File: src/design/mpd_pkg.sv
`timescale 1ns / 1ps
package mpd_pkg;

  // Packet geometry
  localparam int FIELD_COUNT = 14;
  localparam int PKT_LEN     = 3 * FIELD_COUNT + 3;
  localparam logic [7:0] PKT_LEN_B = 8'(PKT_LEN);
  localparam logic [7:0] SYNC_RESET = 8'hAA;

  // Widths
  localparam int FIDX_W  = 5;
  localparam int VALUE_W = 24;
  localparam int PADDR_W = ($clog2(FIELD_COUNT) > 0) ? $clog2(FIELD_COUNT) : 1;
  localparam logic [PADDR_W-1:0] LAST_FIELD = PADDR_W'(FIELD_COUNT - 1);

  // Output queue
  localparam int OQ_DEPTH = 4;
  localparam int OQ_AW    = 2;
  localparam int OQ_CW    = 3;

  // Status codes
  localparam logic STATUS_GOOD = 1'b0;
  localparam logic STATUS_BAD  = 1'b1;

  // Byte selector inside one field
  localparam logic [1:0] SEL_LO  = 2'd0;
  localparam logic [1:0] SEL_MID = 2'd1;
  localparam logic [1:0] SEL_HI  = 2'd2;

  typedef enum logic [1:0] {
    ST_HUNT,
    ST_LEN,
    ST_DATA,
    ST_CSUM
  } front_state_t;

  // Payload write port, front to back
  typedef struct packed {
    logic               en;
    logic [PADDR_W-1:0] addr;
    logic [VALUE_W-1:0] data;
  } pwr_t;

  // Packet command, front to back
  typedef struct packed {
    logic push;
    logic bad;
  } cmd_t;

  // One result word
  typedef struct packed {
    logic [FIDX_W-1:0]         field_index;
    logic signed [VALUE_W-1:0] field_value;
    logic                      status;
    logic                      last;
  } result_t;

endpackage

File: src/design/mpd_front.sv
`timescale 1ns / 1ps
module mpd_front (
  input  logic                clk,
  input  logic                rst_n,
  input  logic                in_push,
  output logic                in_full,
  input  logic [7:0]          in_rx_byte,
  input  logic                cfg_valid,
  output logic                cfg_ready,
  input  logic [7:0]          cfg_sync_byte,
  input  logic                busy_i,
  output mpd_pkg::pwr_t       pwr_o,
  output mpd_pkg::cmd_t       cmd_o
);
  import mpd_pkg::*;

  front_state_t       state_r, state_nxt;
  logic [7:0]         sync_r;
  logic [7:0]         sum_r, sum_nxt;
  logic [1:0]         sel_r, sel_nxt;
  logic [PADDR_W-1:0] widx_r, widx_nxt;
  logic [7:0]         lo_r, lo_nxt;
  logic [7:0]         mid_r, mid_nxt;
  logic               acc;

  assign cfg_ready = 1'b1;
  assign acc = in_push & ~in_full;

  // Hold off data and checksum bytes while the previous packet still reads the payload store
  assign in_full = busy_i & ((state_r == ST_DATA) | (state_r == ST_CSUM));

  // Next state
  always_comb begin
    state_nxt = state_r;
    unique case (state_r)
      ST_HUNT: if (acc && in_rx_byte == sync_r) state_nxt = ST_LEN;
      ST_LEN: if (acc) begin
        state_nxt = (in_rx_byte == PKT_LEN_B) ? ST_DATA : ST_HUNT;
      end
      ST_DATA: if (acc && sel_r == SEL_HI && widx_r == LAST_FIELD) state_nxt = ST_CSUM;
      ST_CSUM: if (acc) state_nxt = ST_HUNT;
      default: state_nxt = ST_HUNT;
    endcase
  end

  // Sum and byte assembly
  always_comb begin
    sum_nxt  = sum_r;
    sel_nxt  = sel_r;
    widx_nxt = widx_r;
    lo_nxt   = lo_r;
    mid_nxt  = mid_r;
    unique case (state_r)
      ST_HUNT: if (acc) sum_nxt = in_rx_byte;
      ST_LEN: if (acc) begin
        sum_nxt  = sum_r + in_rx_byte;
        sel_nxt  = SEL_LO;
        widx_nxt = '0;
      end
      ST_DATA: if (acc) begin
        sum_nxt = sum_r + in_rx_byte;
        case (sel_r)
          SEL_LO:  begin lo_nxt = in_rx_byte;  sel_nxt = SEL_MID; end
          SEL_MID: begin mid_nxt = in_rx_byte; sel_nxt = SEL_HI;  end
          default: begin
            sel_nxt = SEL_LO;
            if (widx_r != LAST_FIELD) widx_nxt = widx_r + 1'b1;
          end
        endcase
      end
      ST_CSUM: if (acc) sum_nxt = '0;
      default: sum_nxt = sum_r;
    endcase
  end

  // Outputs to the back end
  always_comb begin
    pwr_o      = '0;
    cmd_o      = '0;
    pwr_o.addr = widx_r;
    pwr_o.data = {in_rx_byte, mid_r, lo_r};
    cmd_o.bad  = (sum_r + in_rx_byte) != 8'd0;
    unique case (state_r)
      ST_DATA: pwr_o.en = acc & (sel_r == SEL_HI);
      ST_CSUM: cmd_o.push = acc;
      default: begin
        pwr_o.en   = 1'b0;
        cmd_o.push = 1'b0;
      end
    endcase
  end

  // Control registers
  always_ff @(posedge clk) begin
    if (!rst_n) begin
      state_r <= ST_HUNT;
      sync_r  <= SYNC_RESET;
      sum_r   <= '0;
      sel_r   <= SEL_LO;
      widx_r  <= '0;
    end else begin
      state_r <= state_nxt;
      sum_r   <= sum_nxt;
      sel_r   <= sel_nxt;
      widx_r  <= widx_nxt;
      if (cfg_valid && cfg_ready) sync_r <= cfg_sync_byte;
    end
  end

  // Partial field bytes
  always_ff @(posedge clk) begin
    lo_r  <= lo_nxt;
    mid_r <= mid_nxt;
  end

endmodule

File: src/design/mpd_back.sv
`timescale 1ns / 1ps
module mpd_back (
  input  logic                 clk,
  input  logic                 rst_n,
  input  mpd_pkg::pwr_t        pwr_i,
  input  mpd_pkg::cmd_t        cmd_i,
  output logic                 busy_o,
  input  logic [mpd_pkg::OQ_CW-1:0] oq_count_i,
  output logic                 res_push_o,
  output mpd_pkg::result_t     res_o
);
  import mpd_pkg::*;

  // Payload store, one 24-bit word per field
  logic [VALUE_W-1:0] mem [FIELD_COUNT];
  logic [VALUE_W-1:0] rdata_r;

  // Command queue, two entries
  logic       cq_bad_r [2];
  logic       cq_wp_r, cq_rp_r;
  logic [1:0] cq_cnt_r, cq_cnt_nxt;
  logic       cq_pop;

  // Sequencer
  logic [PADDR_W-1:0] fidx_r, fidx_nxt;
  logic               issue;
  logic               head_bad;
  logic               issue_last;

  // Read stage
  logic               s1_vld_r;
  logic [PADDR_W-1:0] s1_idx_r;
  logic               s1_bad_r;
  logic               s1_last_r;

  assign busy_o   = cq_cnt_r != 2'd0;
  assign head_bad = cq_bad_r[cq_rp_r];

  // Issue a read only while the output queue has room for it
  assign issue = busy_o &
                 ((OQ_CW'(oq_count_i) + OQ_CW'(s1_vld_r)) < OQ_CW'(OQ_DEPTH));
  assign issue_last = head_bad | (fidx_r == LAST_FIELD);
  assign cq_pop     = issue & issue_last;

  always_comb begin
    fidx_nxt = fidx_r;
    if (issue) fidx_nxt = issue_last ? '0 : fidx_r + 1'b1;
  end

  always_comb begin
    cq_cnt_nxt = cq_cnt_r;
    case ({cmd_i.push, cq_pop})
      2'b10:   cq_cnt_nxt = cq_cnt_r + 1'b1;
      2'b01:   cq_cnt_nxt = cq_cnt_r - 1'b1;
      default: cq_cnt_nxt = cq_cnt_r;
    endcase
  end

  // Control registers
  always_ff @(posedge clk) begin
    if (!rst_n) begin
      cq_wp_r  <= 1'b0;
      cq_rp_r  <= 1'b0;
      cq_cnt_r <= '0;
      fidx_r   <= '0;
      s1_vld_r <= 1'b0;
    end else begin
      cq_cnt_r <= cq_cnt_nxt;
      fidx_r   <= fidx_nxt;
      s1_vld_r <= issue;
      if (cmd_i.push) cq_wp_r <= ~cq_wp_r;
      if (cq_pop)     cq_rp_r <= ~cq_rp_r;
    end
  end

  // Command payload and read stage
  always_ff @(posedge clk) begin
    if (cmd_i.push) cq_bad_r[cq_wp_r] <= cmd_i.bad;
    s1_idx_r  <= fidx_r;
    s1_bad_r  <= head_bad;
    s1_last_r <= issue_last;
  end

  // Payload memory
  always_ff @(posedge clk) begin
    if (pwr_i.en) mem[pwr_i.addr] <= pwr_i.data;
    rdata_r <= mem[fidx_r];
  end

  // Result word
  always_comb begin
    res_push_o        = s1_vld_r;
    res_o.field_index = s1_bad_r ? '0 : FIDX_W'(s1_idx_r);
    res_o.field_value = s1_bad_r ? '0 : $signed(rdata_r);
    res_o.status      = s1_bad_r ? STATUS_BAD : STATUS_GOOD;
    res_o.last        = s1_last_r;
  end

endmodule

File: src/design/mpd_outq.sv
`timescale 1ns / 1ps
module mpd_outq (
  input  logic                      clk,
  input  logic                      rst_n,
  input  logic                      push_i,
  input  mpd_pkg::result_t          res_i,
  input  logic                      out_pop,
  output logic                      out_empty,
  output mpd_pkg::result_t          res_o,
  output logic [mpd_pkg::OQ_CW-1:0] count_o
);
  import mpd_pkg::*;

  result_t           q_r [OQ_DEPTH];
  logic [OQ_AW-1:0]  wp_r, rp_r;
  logic [OQ_CW-1:0]  cnt_r, cnt_nxt;
  logic              pop;

  assign out_empty = cnt_r == '0;
  assign pop       = out_pop & ~out_empty;
  assign res_o     = q_r[rp_r];
  assign count_o   = cnt_r;

  // Occupancy; the back end never pushes into a full queue
  always_comb begin
    cnt_nxt = cnt_r;
    case ({push_i, pop})
      2'b10:   cnt_nxt = cnt_r + 1'b1;
      2'b01:   cnt_nxt = cnt_r - 1'b1;
      default: cnt_nxt = cnt_r;
    endcase
  end

  always_ff @(posedge clk) begin
    if (!rst_n) begin
      wp_r  <= '0;
      rp_r  <= '0;
      cnt_r <= '0;
    end else begin
      cnt_r <= cnt_nxt;
      if (push_i) wp_r <= wp_r + 1'b1;
      if (pop)    rp_r <= rp_r + 1'b1;
    end
  end

  always_ff @(posedge clk) begin
    if (push_i) q_r[wp_r] <= res_i;
  end

endmodule

File: src/design/meter_packet_deframer_core.sv
`timescale 1ns / 1ps
// Channel | Handshake            | Word
// --------+----------------------+-------------------------------------------
// in      | in_push / in_full    | in_rx_byte[7:0]
// out     | out_pop / out_empty  | out_field_index, out_field_value, out_status,
//         |                      | out_last
// cfg     | cfg_valid / cfg_ready| cfg_sync_byte[7:0] (ready always high)
//
// One byte is taken per cycle, but data bytes of the next packet stall
// (in_full) until the previous packet has left the payload store. A good
// packet drains as FIELD_COUNT words, one per cycle while the four-word output
// queue has room, through a one-read-port payload store; a bad checksum gives
// one word. Reset is synchronous, active low, and clears all control state.
module meter_packet_deframer_core (
  input  logic                                  clk,
  input  logic                                  rst_n,
  input  logic                                  in_push,
  output logic                                  in_full,
  input  logic [7:0]                            in_rx_byte,
  output logic                                  out_empty,
  input  logic                                  out_pop,
  output logic [mpd_pkg::FIDX_W-1:0]            out_field_index,
  output logic signed [mpd_pkg::VALUE_W-1:0]    out_field_value,
  output logic                                  out_status,
  output logic                                  out_last,
  input  logic                                  cfg_valid,
  output logic                                  cfg_ready,
  input  logic [7:0]                            cfg_sync_byte
);
  import mpd_pkg::*;

  pwr_t             pwr;
  cmd_t             cmd;
  logic             busy;
  logic [OQ_CW-1:0] oq_count;
  logic             res_push;
  result_t          res_in;
  result_t          res_out;

  mpd_front u_front (
    .clk          (clk),
    .rst_n        (rst_n),
    .in_push      (in_push),
    .in_full      (in_full),
    .in_rx_byte   (in_rx_byte),
    .cfg_valid    (cfg_valid),
    .cfg_ready    (cfg_ready),
    .cfg_sync_byte(cfg_sync_byte),
    .busy_i       (busy),
    .pwr_o        (pwr),
    .cmd_o        (cmd)
  );

  mpd_back u_back (
    .clk       (clk),
    .rst_n     (rst_n),
    .pwr_i     (pwr),
    .cmd_i     (cmd),
    .busy_o    (busy),
    .oq_count_i(oq_count),
    .res_push_o(res_push),
    .res_o     (res_in)
  );

  mpd_outq u_outq (
    .clk      (clk),
    .rst_n    (rst_n),
    .push_i   (res_push),
    .res_i    (res_in),
    .out_pop  (out_pop),
    .out_empty(out_empty),
    .res_o    (res_out),
    .count_o  (oq_count)
  );

  assign out_field_index = res_out.field_index;
  assign out_field_value = res_out.field_value;
  assign out_status      = res_out.status;
  assign out_last        = res_out.last;

endmodule

File: config.mk
export PLATFORM = sky130hd
export DESIGN_NAME = meter_packet_deframer_core
export DESIGN_NICKNAME = d
export VERILOG_FILES = /design/src/design/mpd_pkg.sv /design/src/design/mpd_front.sv /design/src/design/mpd_back.sv /design/src/design/mpd_outq.sv /design/src/design/meter_packet_deframer_core.sv
export SDC_FILE = /design/constraint.sdc
export NUM_CORES = 1
export LEC_CHECK = 0
export BUFFER_PORTS_ARGS = -buffer_cell sky130_fd_sc_hd__buf_4
export CORE_ASPECT_RATIO = 1.1
export CORE_MARGIN = 4
export CORE_UTILIZATION = 40
export DETAILED_ROUTE_END_ITERATION = 10
export HOLD_SLACK_MARGIN = 0.08
export PLACE_DENSITY_LB_ADDON = 0.12
export SKIP_CTS_REPAIR_TIMING = 1
export SLEW_MARGIN = 10
export SYNTH_ARGS = -nofsm -noshare
export SYNTH_HDL_FRONTEND = slang
export SYNTH_SLANG_ARGS = --single-unit
File: constraint.sdc
create_clock -name clk -period 4.9 [get_ports clk]
set_input_delay 0 -clock clk [delete_from_list [all_inputs] [get_ports clk]]
set_output_delay 0 -clock clk [all_outputs]
set_load 0.02 [all_outputs]
== Yosys cells after proc, flatten, opt, wreduce, memory -nomap -nowiden ==
Memory sizes are Yosys's and may differ from the RTL's. A register that Yosys moved wholly into a read port is not among the register bits.
Index checks and enable logic that the tools add are counted.

* Bits in registers: 62
* Latch bits: 0
* RAM bits: 458
* Bits in read-only memories: 0
* Input bits: 21
* Output and inout bits: 34
* Logic and storage cells: 122
* Memories: 3

{| class="wikitable"
|+ Memories
! name !! depth !! width !! rd ports !! clocked after memory_dff !! wr ports !! RTL line !! RTL
|-
| u_back.mem || 14 || 24 || 1 || 1 || 1 || mpd_back.sv:15 || <nowiki>logic [VALUE_W-1:0] mem [FIELD_COUNT];</nowiki>
|-
| u_outq.q_r || 4 || 30 || 1 || 1 || 1 || mpd_outq.sv:14 || <nowiki>result_t q_r [OQ_DEPTH];</nowiki>
|-
| u_back.cq_bad_r || 2 || 1 || 1 || 1 || 1 || mpd_back.sv:19 || <nowiki>logic cq_bad_r [2];</nowiki>
|}

* $add $sub $neg: 10
* $mul: 0
* Divide/modulo/power cells: 0
* $lt $le $gt $ge: 1
* Eq/ne operators: 23
* Shift-type cells: 0
* Mux-type cells: 36
* Bitwise gates (word level): 12
* Reduce and logical (&&, ||, !) cells: 19

{| class="wikitable"
|+ Operators by type and width
! operator !! count
|-
| two-way mux 24 bit || 1
|-
| two-way mux 4 bit || 6
|-
| two-way mux 8 bit || 3
|-
| case mux 8 bit (3 select lines) || 1
|-
| two-way mux 2 bit || 8
|-
| inequality test 2 x 1 -> 1 bit, second input constant || 6
|-
| case mux 2 bit (2 select lines) || 3
|-
| AND reduction 3 bit || 4
|-
| two-way mux 1 bit || 11
|-
| == test 2 bit, second input constant || 5
|-
| adder 4 x 1 -> 4 bit, second input constant || 2
|-
| adder 8 bit || 1
|-
| == test 2 x 1 -> 1 bit, second input constant || 4
|-
| == test 4 bit, second input constant || 2
|-
| == test 8 x 6 -> 1 bit, second input constant || 1
|-
| == test 8 bit || 1
|-
| case mux 2 bit (4 select lines) || 1
|-
| case mux 4 bit (2 select lines) || 1
|-
| nonzero test 2 bit || 4
|-
| nonzero test 8 bit || 1
|-
| adder 2 x 1 -> 2 bit, second input constant || 3
|-
| bitwise AND 1 bit || 6
|-
| inequality test 2 bit, second input constant || 3
|-
| case mux 3 bit (2 select lines) || 1
|-
| other kinds (14) || 22
|}

== Logic depth before layout (Yosys ltp) ==
* Word-level depth: 9
* Mapped depth: 10
* Mapped depth without buffers: 9

== Modules after synthesis ==
A second synthesis with hierarchy kept.

* Cell total of the unflattened synthesis: 1098
* Area total of the unflattened synthesis: 21277.9 um^2

{| class="wikitable"
|+ By module, submodules not included
! module !! instances !! cells an instance !! area an instance (um^2) !! sequential area each (um^2)
|-
| mpd_back || 1 || 675 || 14151.1 || 10950.5
|-
| mpd_outq || 1 || 209 || 4937.2 || 3903.7
|-
| mpd_front || 1 || 214 || 2189.6 || 960.9
|}

== Worst setup path after synthesis ==
No wires, ideal clock.

* Path kind: reg-to-reg
* Start point: register u_front.state_r[0]
* End point: memory u_back.mem[1][0], enable pin
* Library setup time: 0.435 ns
* Data arrival time: 3.125 ns
* Required time: 4.465 ns
* Setup slack: 1.340 ns
* Cell stages (with the launch flop): 8
* Path buffers: 0
* Clock period less this slack: 3.560 ns
* Path through: dfxtp_1 > inv_1 > ha_1 > o22ai_2 > nand2_1 > nor4_2 > nand2_1 > nor3_1

* Longest elaborated chain between the ends: 9
* Elaborated cells on any way between the ends: 10
* Those cells by class: eq/ne: 2; mux: 3; bitwise: 5

{| class="wikitable"
|+ Ends and longest elaborated chain
! element !! RTL line !! RTL
|-
| start, declared || mpd_front.sv:17 || <nowiki>front_state_t state_r, state_nxt;</nowiki>
|-
| start signal, assigned || mpd_front.sv:102 || <nowiki>state_r <= state_nxt;</nowiki>
|-
| == test 2 bit, on equally long branches || mpd_front.sv:30, mpd_front.sv:83 ||
|-
| OR 1 bit || mpd_front.sv:30 || <nowiki>assign in_full = busy_i & ((state_r == ST_DATA) | (state_r == ST_CSUM));</nowiki>
|-
| bitwise AND 1 bit || mpd_front.sv:30 ||
|-
| inverter 1 bit || mpd_front.sv:27 || <nowiki>assign acc = in_push & ~in_full;</nowiki>
|-
| bitwise AND 1 bit || mpd_front.sv:27 ||
|-
| bitwise AND 1 bit || mpd_front.sv:84 || <nowiki>ST_DATA: pwr_o.en = acc & (sel_r == SEL_HI);</nowiki>
|-
| two-way mux 1 bit (*) || mpd_front.sv:83 || <nowiki>unique case (state_r)</nowiki>
|-
| two-way mux 1 bit (*) || mpd_back.sv:86 || <nowiki>if (pwr_i.en) mem[pwr_i.addr] <= pwr_i.data;</nowiki>
|-
| two-way mux 1 bit (implied by the code) (*) || mpd_back.sv:86 ||
|-
| end, declared || mpd_back.sv:15 ||
|}

Every way passes the cells marked *; elsewhere a longest branch is shown, timed or not.

== Worst setup path after layout ==
* Start point: register u_front.state_r[0]
* End point: memory u_back.mem[13][10], enable pin

The elaborated chain is that of the path after synthesis.

==> qor_table.md <==
| Quantity | Reported |
| --- | --- |
| Outcome | completed |
| Final WL | 42.4 mm |
| Cell at the root of the clock tree | clkbuf_16 |
| Total number of H-tree levels | 2 |
| Kind of end point of the critical path | register |
| Hold Violations, Final | 0 |
| Post-layout nets | 1198 |
| Antenna violations before repair | 1 |
| Buffer depth of the longest clock path | 3 |
| Actual slew at the worst max-slew pin | 0.857 ns |
| Global-route wire length before repair | 63.7 mm |
| Setup repair after global routing missed its margin | false |
| Detailed-routing iteration count for the pre-antenna-repair pass | 5 |
| Global-route total usage across every layer | 15.0% |
| Number of standard cells after synthesis | 1035 |
| Top cells by area in the synthesized netlist | edfxtp_1, mux4_2, dfxtp_1 |
| Pin count of the biggest net entering global routing | 77 |
| Die area | 0.0566 mm^2 |
| Leakage dissipation | 7.92 nW |
| Total vias in the final route | 9702 |
| DIE HEIGHT | 249 um |
| Post-route setup TNS | 0 ns |
| Crit path max fanout | 24 |
| Row cnt | 88 |
| Routed len/inst | 22.7 um |
| Maximum clock frequency | 322 MHz |
| Final max-slew violation count | 0 |
| Top-Level Pins | 55 |
| Number of nets still failing antenna checks after routing | 0 |
| Main flop type after synthesis | edfxtp_1 |
| Clock latency of the later-clocked register in the worst-skew pair | 0.60 ns |
| Tightest slew margin relative to the limit | 42.7% |
| Die Span X | 227 um |
| Core Area | 0.0524 mm^2 |
| Category of the worst setup path launch point | register |
| Routability cong. | 0.752 |
| DRC violation count after routing | 0 |
| Arrival time reported for the critical path endpoint | 3.32 ns |
| Setup CP Type | reg -> reg |
| Mapped Area | 0.0211 mm^2 |
| Sink Count | 547 |
| Count of cell types in the netlist | 54 |
| Leading area contributor after synthesis | edfxtp_1 |
| Area added between synthesis and finish | 16.0% |
| Number of synthesized register bits | 547 |
| Synthesized net count | 1082 |
| Synthesized area per cell | 20.4 um^2 |
| Synth warn | 0 |
| Final hold slack | 0.318 ns |
| Via count of the first global-routing pass | 9871 |
| Worst Hold Class | in -> reg |
| Required time at the endpoint of the critical path | 5.12 ns |
| EDFF count, synth | 474 |
| DR iter-0 viols | 641 |
| HPWL Detailed | 24.8 mm |
| CTS clock-pin slew for the worst setup and hold paths | 0.06 ns |
| Most common cell after layout, fill and taps aside | edfxtp_1 |
| Drt via density | 5.18 |
| Count of endpoints failing setup in the final report | 0 |
| Top-area cell type share of the netlist area | 67.3% |
| Count of buffers inserted at the top-level ports | 52 |
| Power Dens Cells | 381 mW/mm^2 |
| Count of max-cap constraint violations | 0 |
| Clock Skews | 0.0180 ns |
| Asr flop ratio synth | 0% |
| Post-route minimum period | 3.10 ns |
| CTS tree | yes |
| Effective utilization at floorplan | 40.4% |
| Most frequent cells in the layout | edfxtp_1, mux4_2, buf_4 |
| Number of buffers created by CTS | 54 |
| Crit share post-route | 63.3% |
| Residual overflow from global routing | 0 |
| Portion of the post-synthesis area used by sequential elements | 74.2% |
| Worst vdd ir | 0.261 mV |
| Share of cells above drive strength 1 | 23.1% |
-- per-layer routing --
layer	part of all wire, %	up-vias	global-route usage, %
met5	0	-	0
met4	1.9	0	3.77
met3	3.4	56	2.75
met2	48	142	23.8
met1	46	5048	21.5
li1	-	4456	-
-- critical path, stage by stage, from the launching register on --
cell and delay [ns]:
dfxtp_1 0.40, inv_1 0.10, ha_1 0.31, o22ai_2 0.18
nand2_1 0.22, nor4_2 0.40, nand2_1 0.32, nor2_4 0.74
-- power breakdown --
part,leakage (nW),switching [mW],internal [mW]
combinational,2.16,0.0955,0.0719
sequential,4.88,0.00701,5.01
clock,0.877,1.72,2.44
-- cell usage after synthesis (2+ instances only) --
cell,number
edfxtp_1,474
mux4_2,78
dfxtp_1,73
mux4_1,48
nor2_1,42
nor2b_1,30
mux2_2,25
ha_1,24
nand2_1,24
clkbuf_1,21
inv_1,21
a21oi_1,18
o21ai_0,16
xnor2_1,14
nor3_1,12
buf_2,11
mux2i_1,10
buf_6,9
xor2_1,9
a31oi_1,6
and2_1,6
nand4_1,6
a211oi_1,4
a22oi_1,4
nand2b_1,4
o31ai_1,4
a21o_1,3
nand3_1,3
or3_1,3
and3_1,2
buf_1,2
buf_4,2
conb_1,2
fa_1,2
nand3b_1,2
o211a_1,2
o21a_1,2
-- flip-flops by register name (all words and copies together), names as in the netlist, 2 cells and up, named ones only --
register and flops:
u_front.mid_r 8, u_front.lo_r 8, u_outq.wp_r 2, u_front.sync_r 8, u_front.sel_r 2, u_outq.count_o 3
u_front.widx_r 4, u_back.fidx_r 4, u_front.sum_r 8, u_back.mem 336, u_back.cq_cnt_r 2, u_outq.q_r 120
u_outq.rp_r 2, u_back.s1_idx_r 4, u_back.cq_bad_r 2, u_back.rdata_r 24
-- final timing paths --
path | start | to | slack (ns) | depth (start not counted)
worst max-delay path | u_front.state_r[0] | u_back.mem[13][10] | 1.80 | 7
worst max register to register | u_front.state_r[0] | u_back.mem[13][10] | 1.80 | 7
worst min register to register | u_back.s1_last_r | u_outq.q_r[1][0] | 0.48 | 0
worst min-delay path | rst_n | u_front.sum_r[3] | 0.32 | 4
-- cells by family (layout without fill, tap and decap cells) --
family | Yosys count | after routing | share of synthesized area (%)
flip-flops | 547 | 547 | 74.2
multiplexers | 161 | 161 | 16.1
AO/OA/AOI/OAI | 66 | 66 | 2.02
XOR/XNOR | 23 | 23 | 0.953
AND/OR/NAND/NOR | 143 | 143 | 3.48
adder cells (fa/ha/maj) | 26 | 26 | 1.61
other | 2 | 3 | 0.0355
buffers and inverters | 67 | 229 | 1.61
-- through the flow --
stage | setup slack [ns] | area (um^2) | power [mW] | cells | utilization, %
finish | 1.80 | 24500 | 9.35 | 1873 | 46.8
global route | 1.58 | 24500 | 9.68 | 1872 | 46.8
CTS | 1.77 | 24200 | 9.45 | 1838 | 46.1
detailed placement | 1.79 | 22400 | 5.26 | 1736 | 42.7
global placement | 1.85 | 22400 | 5.26 | 1736 | 42.7
floorplan | 1.34 | 21100 | 5.20 | 1035 | -
-- final cells by class --
type | instances | area [um^2]
fill | 4340 | 27900
sequential | 547 | 15700
multi-input combinational | 421 | 5210
clock buffer | 71 | 1480
timing repair buffer | 105 | 886
tap | 675 | 845
clock inverter | 31 | 319
inverter | 22 | 82.6
antenna | 1 | 2.50
(Power assumes the default switching activity.)
